===== src/design/rbd_pkg.sv =====
`timescale 1ns / 1ps
// ----------------------------------------------------------------------------
// rbd_pkg
// Shared sizes, item kind codes, control types and helper functions for the
// ring buffer deque.
// ----------------------------------------------------------------------------
package rbd_pkg;

    // Store geometry
    localparam int DEPTH      = 1024;
    localparam int DATA_WIDTH = 32;

    // Fixed field widths
    localparam int VALUE_W = 32;
    localparam int KIND_W  = 2;
    localparam int IDX_W   = (DEPTH > 1) ? $clog2(DEPTH) : 1;
    localparam int COUNT_W = $clog2(DEPTH + 1);
    localparam int WIDE_W  = 64;

    // Item kinds
    localparam logic [KIND_W-1:0] KIND_PUSH_FRONT = 2'd0;
    localparam logic [KIND_W-1:0] KIND_POP_FRONT  = 2'd1;
    localparam logic [KIND_W-1:0] KIND_PUSH_BACK  = 2'd2;
    localparam logic [KIND_W-1:0] KIND_POP_BACK   = 2'd3;

    localparam logic [IDX_W-1:0]   IDX_LAST  = IDX_W'(DEPTH - 1);
    localparam logic [COUNT_W-1:0] COUNT_MAX = COUNT_W'(DEPTH);

    // Controller to datapath commands
    typedef struct packed {
        logic load_item;    // capture the accepted item
        logic exec;         // ring access and pointer update
        logic load_result;  // result into the output register
    } dp_cmd_t;

    // Sign-extend a 32-bit value and keep the low DATA_WIDTH bits
    function automatic logic [DATA_WIDTH-1:0] widen_value(input logic [VALUE_W-1:0] v);
        logic [WIDE_W-1:0] ext;
        begin
            ext = {{(WIDE_W - VALUE_W){v[VALUE_W-1]}}, v};
            return ext[DATA_WIDTH-1:0];
        end
    endfunction

    // Stored word zero-extended, then cut to 32 bits
    function automatic logic [VALUE_W-1:0] narrow_word(input logic [DATA_WIDTH-1:0] w);
        logic [WIDE_W-1:0] ext;
        begin
            ext = WIDE_W'(w);
            return ext[VALUE_W-1:0];
        end
    endfunction

    function automatic logic [IDX_W-1:0] wrap_inc(input logic [IDX_W-1:0] i);
        begin
            return (i == IDX_LAST) ? '0 : i + 1'b1;
        end
    endfunction

    function automatic logic [IDX_W-1:0] wrap_dec(input logic [IDX_W-1:0] i);
        begin
            return (i == '0) ? IDX_LAST : i - 1'b1;
        end
    endfunction

endpackage


===== src/design/rbd_ctrl.sv =====
`timescale 1ns / 1ps
// ----------------------------------------------------------------------------
// rbd_ctrl
// Item sequencer: capture, ring access, result hand-off.
// ----------------------------------------------------------------------------
module rbd_ctrl (
    input  logic            clk,
    input  logic            rst_n,
    input  logic            in_valid,
    output logic            in_ready,
    output logic            out_valid,
    input  logic            out_ready,
    output rbd_pkg::dp_cmd_t cmd
);
    import rbd_pkg::*;

    localparam logic [1:0] ST_IDLE = 2'd0;
    localparam logic [1:0] ST_EXEC = 2'd1;
    localparam logic [1:0] ST_DONE = 2'd2;

    logic [1:0] state_reg;
    logic [1:0] state_next;
    logic       out_valid_reg;
    logic       out_valid_next;
    logic       slot_free;

    // output register can take a new result
    assign slot_free = !out_valid_reg || out_ready;

    always_comb
    begin
        state_next      = state_reg;
        cmd.load_item   = 1'b0;
        cmd.exec        = 1'b0;
        cmd.load_result = 1'b0;
        case (state_reg)
            ST_IDLE:
            begin
                if (in_valid)
                begin
                    cmd.load_item = 1'b1;
                    state_next    = ST_EXEC;
                end
            end
            ST_EXEC:
            begin
                cmd.exec   = 1'b1;
                state_next = ST_DONE;
            end
            ST_DONE:
            begin
                if (slot_free)
                begin
                    cmd.load_result = 1'b1;
                    state_next      = ST_IDLE;
                end
            end
            default:
            begin
                state_next = ST_IDLE;
            end
        endcase
    end

    always_comb
    begin
        if (cmd.load_result)
        begin
            out_valid_next = 1'b1;
        end
        else if (out_ready)
        begin
            out_valid_next = 1'b0;
        end
        else
        begin
            out_valid_next = out_valid_reg;
        end
    end

    always_ff @(posedge clk or negedge rst_n)
    begin
        if (!rst_n)
        begin
            state_reg     <= ST_IDLE;
            out_valid_reg <= 1'b0;
        end
        else
        begin
            state_reg     <= state_next;
            out_valid_reg <= out_valid_next;
        end
    end

    assign in_ready  = (state_reg == ST_IDLE);
    assign out_valid = out_valid_reg;

endmodule


===== config.mk =====
export PLATFORM = sky130hd
export DESIGN_NAME = rbd_ctrl
export DESIGN_NICKNAME = d
export VERILOG_FILES = /design/src/design/rbd_pkg.sv /design/src/design/rbd_ctrl.sv
export SDC_FILE = /design/constraint.sdc
export NUM_CORES = 1
export LEC_CHECK = 0
export ABC_AREA = 1
export BUFFER_PORTS_ARGS = -buffer_cell sky130_fd_sc_hd__buf_2
export CORE_AREA = 2 2 39 41
export CTS_CLUSTER_SIZE = 20
export DETAILED_ROUTE_END_ITERATION = 8
export DIE_AREA = 0 0 41 43
export GPL_ROUTABILITY_DRIVEN = 0
export SYNTH_ARGS = -nofsm -noshare
export SYNTH_HDL_FRONTEND = slang
export SYNTH_SLANG_ARGS = --single-unit

===== constraint.sdc =====
create_clock -name clk -period 0.9 [get_ports clk]
set_input_delay 0.225 -clock clk [delete_from_list [all_inputs] [get_ports clk]]
set_output_delay 0.225 -clock clk [all_outputs]
set_load 0.005 [all_outputs]

# After elaboration in Yosys (flattened, before gate mapping)
# Cells that the tools add are included.
# word_totals
reg_bits	3
inputBits	4
out_inout_bits	5
# op_classes
n_eq_ne	4
n_mux	10
reduce_logical	5
# ops
cell	count
2-to-1 mux 1 bit	7
case mux 2 bit (3 select lines)	1
2-to-1 mux 2 bit	2
!= test 2 bit, second input constant	2
equality test 2 x 1 -> 1 bit, second input constant	1
equality test 2 bit, second input constant	1
logical NOT 2 bit	1
AND reduction 2 bit	1
nonzero test 2 bit	1
logical NOT 1 bit	1
logical OR 1 bit	1

# Depth between registers and ports, before layout
# logic_depth
depth_word	5
mapped_depth	4
mapped_depth_nobuf	4

# Worst setup path before layout
# OpenSTA, ideal clock, no wires.
# synth_path
kind	register -> output
from	reg state_reg[0]
to	out cmd[0] (netlist bit)
arrival_ns	0.714
t_required_ns	0.675
path_slack_ns	-0.039
stages_incl_launch_ff	5
path_buffers	1
cell_sequence	dfrtp_1 > inv_2 > nand2_1 > nor2_1 > buf_4
# synth_rtl
item	line_no	text
start: declaration	rbd_ctrl.sv:21	logic [1:0] state_reg;
start signal: assignment	rbd_ctrl.sv:90	state_reg <= state_next;
end: declaration	rbd_ctrl.sv:13	output rbd_pkg::dp_cmd_t cmd

==> impl_metrics.tcl <==
set metrics [dict create \
    period_share_pct 136 \
    p_leak_nw 0.139 \
    netlist_area_um2 150 \
    max_slew.worst_pin.slew_ns 0.179 \
    root_buffer "clkbuf_4" \
    postSynthNetCount 23 \
    port_buffers 8 \
    crit_fanout 6 \
    path_cells "nor3b_2, buf_2" \
    synth-seq-cells 3 \
    grt_usage_pct 6.03 \
    r2r_setup_slack_ns 0.05 \
    layout-drive-gt1-share_pct 63.6 \
    dp_hpwl_um 242 \
    drtPass1Iterations 1 \
    cpPeakStageDelay_ns 0.45 \
    synthAdderAreaFrac_pct 0 \
    fp.dieH_um 43 \
    syn_inst 19 \
    path_clk_slew_ns 0.04 \
    period_needed_ns 1.23 \
    synth_compound_area_share_pct 3.33 \
    reg2reg_depth 2 \
    htreeDepth 1 \
    failed_checks "setup timing" \
    gr-total-overflow 0 \
    synth_simple_gate_area_share_pct 31.7 \
    tns_ns -1.21 \
    powerDensity_mw_per_mm2 2650 \
    n_fill_cell 154 \
    initial_core_util_pct 10.8 \
    drv_slew 0 \
    rsz0062_at_grt "yes" \
    final-setup-viol-count 5 \
    crit_required_ns 0.67 \
    grt_max_degree 7 \
    arrival_ns 1.00 \
    outcome "complete, but fails checks" \
    end_kind "output port" \
    area_growth_pct 79.2 \
    synth_top_family_by_area "simple AND/OR/NAND/NOR gates" \
    wl_per_cell_um 7.49 \
    skew_ns 0.000414 \
    min_to "out_valid" \
    slew-limit-headroom_pct 88.0 \
    path_class "reg2out" \
    cts_tree "yes" \
    num_vias 165 \
    min_path_cells 2 \
    cts_sinks 3 \
    hold_viol_final 0 \
    cp_slowest_cell "dfrtp_2" \
    grt_pass1_vias 169 \
    vdd_ir_drop_max_v 0.000351 \
    p_total_mw 0.712 \
    io_pins 9 \
    drt_iter0_markers 0 \
    synth.yosys.seq_area_share_pct 50.0 \
    cts_made_buffers 3 \
    num_rows 14 \
    cts_buffer_depth 2 \
    worstReg2RegStart "state_reg[0]" \
    yosysWarnings 0 \
    hp-start "out_ready" \
    clk_latency_ns 0.23 \
    num_antenna_cells 0 \
    synthMuxAreaShare_pct 0 \
    drt-vias-per-instance 3.37 \
    postLayoutCoreUtil_pct 19.4 \
    postSynthAreaPerCell_um2 7.90 \
    fmax_mhz 815 \
    hold_path_class "in2reg" \
    nets 38 \
    largest_reg_flops 2 \
    core-area_mm2 0.00138 \
    wirelength_um 367 \
    die_x_um 41 \
    r2r_end "state_reg[0]" \
    drtAntennaViolNets 0 \
    antenna_found_initial 0 \
    ys_types 9 \
    die-area_mm2 0.00176 \
    critPathLaunchType "flip-flop" \
    setup_ws_ns -0.327 \
    grt_pass1_wl_um 593 \
    synth_xor_area_share_pct 0 \
    maxCapViolations 0 \
    remaining_drc_errors 0 \
]
worst max-delay path: cells and delay by family (launching register included):
kind,cells,cell delay (ns)
and+or+nand+nor,1,0.19
DFF,1,0.45
buffers and inverters,1,0.13
metrics by stage:
step	hold slack, ns	cells	setup WS, ns	cell area [um2]
6_report	0.212	49	-0.327	269
4_1_cts	0.210	49	-0.312	263
3_5_place_dp	0.0245	42	-0.112	203
3_3_place_gp	0.0237	42	-0.0711	203
2_1_floorplan	-0.0706	19	-0.0230	150
5_1_grt	0.211	49	-0.379	269
synth_stat cells:
master   count  area, um2
buf_4        1       7.51
dfrtp_1      3       75.1
inv_1        3       11.3
inv_2        1       3.75
nand2_1      3       11.3
nor2_1       4       15.0
nor2_2       1       6.26
nor3b_1      2       15.0
o21ai_0      1       5.00
per-layer routing:
metal  track usage (%)  vias to the layer above  share of wire (%)
met3              6.28                        0                 11
met1              2.90                       77                 37
met5                 0                        -                  0
met2              9.38                        5                 52
met4              6.00                        0                  0
li1                  -                       83                  -
report_power, final:
part	switching [mW]	total, mW	internal [mW]
clock	0.0727	0.239	0.166
combinational	0.111	0.238	0.127
sequential	0.0524	0.235	0.183
total	0.236	0.712	0.477
cell type report:
class	instances	area, um2	share of cell area (%)
well taps	16	20.0	7.44
clock buffers	4	26.3	9.77
inverters	4	15.0	5.58
repair buffers	11	65.1	24.2
flip-flops and latches	3	77.6	28.8
multi-input cells	11	65.1	24.2
kinds of logic (layout without fill, tap and decap cells):
| logic type | count (synthesis) | in the layout |
|---|---|---|
| compound gates | 1 | 1 |
| buf+inv | 5 | 19 |
| flops | 3 | 3 |
| simple gates | 10 | 10 |
how the worst max path moves through the flow:
| stage | slack, ns | start | depth (start not counted) | endpoint |
|---|---|---|---|---|
| after floorplan | -0.02 | state_reg[0] | 4 | cmd[0] |
| after global placement | -0.07 | state_reg[1] | 2 | cmd[2] |
| after detailed placement | -0.11 | state_reg[1] | 2 | cmd[2] |
| after CTS | -0.31 | state_reg[0] | 4 | cmd[0] |
| after global routing | -0.38 | state_reg[1] | 2 | cmd[2] |
| final | -0.33 | state_reg[1] | 2 | cmd[2] |
repair_timing:
item	CTS	global route
gates resized for setup	3	3
setup endpoints to repair	5	7
pin swaps	2	2
cloned	0	0
endpoints found under the hold margin	3	0
setup buffers	2	0
hold buffers	1	0
layout by cell type (no fill, tap or decap):
cell type | netlist | final
nor3b_2 | 0 | 1
nor3b_1 | 2 | 1
dfrtp_1 | 3 | 1
buf_2 | 0 | 8
inv_1 | 3 | 3
nand2_1 | 3 | 2
clkbuf_4 | 0 | 3
dlygate4sd3_1 | 0 | 1
buf_4 | 1 | 2
nor2_1 | 4 | 2
nor2_2 | 1 | 3
o21ai_0 | 1 | 1
inv_2 | 1 | 1
dfrtp_2 | 0 | 2
clkbuf_1 | 0 | 1
nand2_2 | 0 | 1
Note: power is estimated with default switching activity, not from simulation.
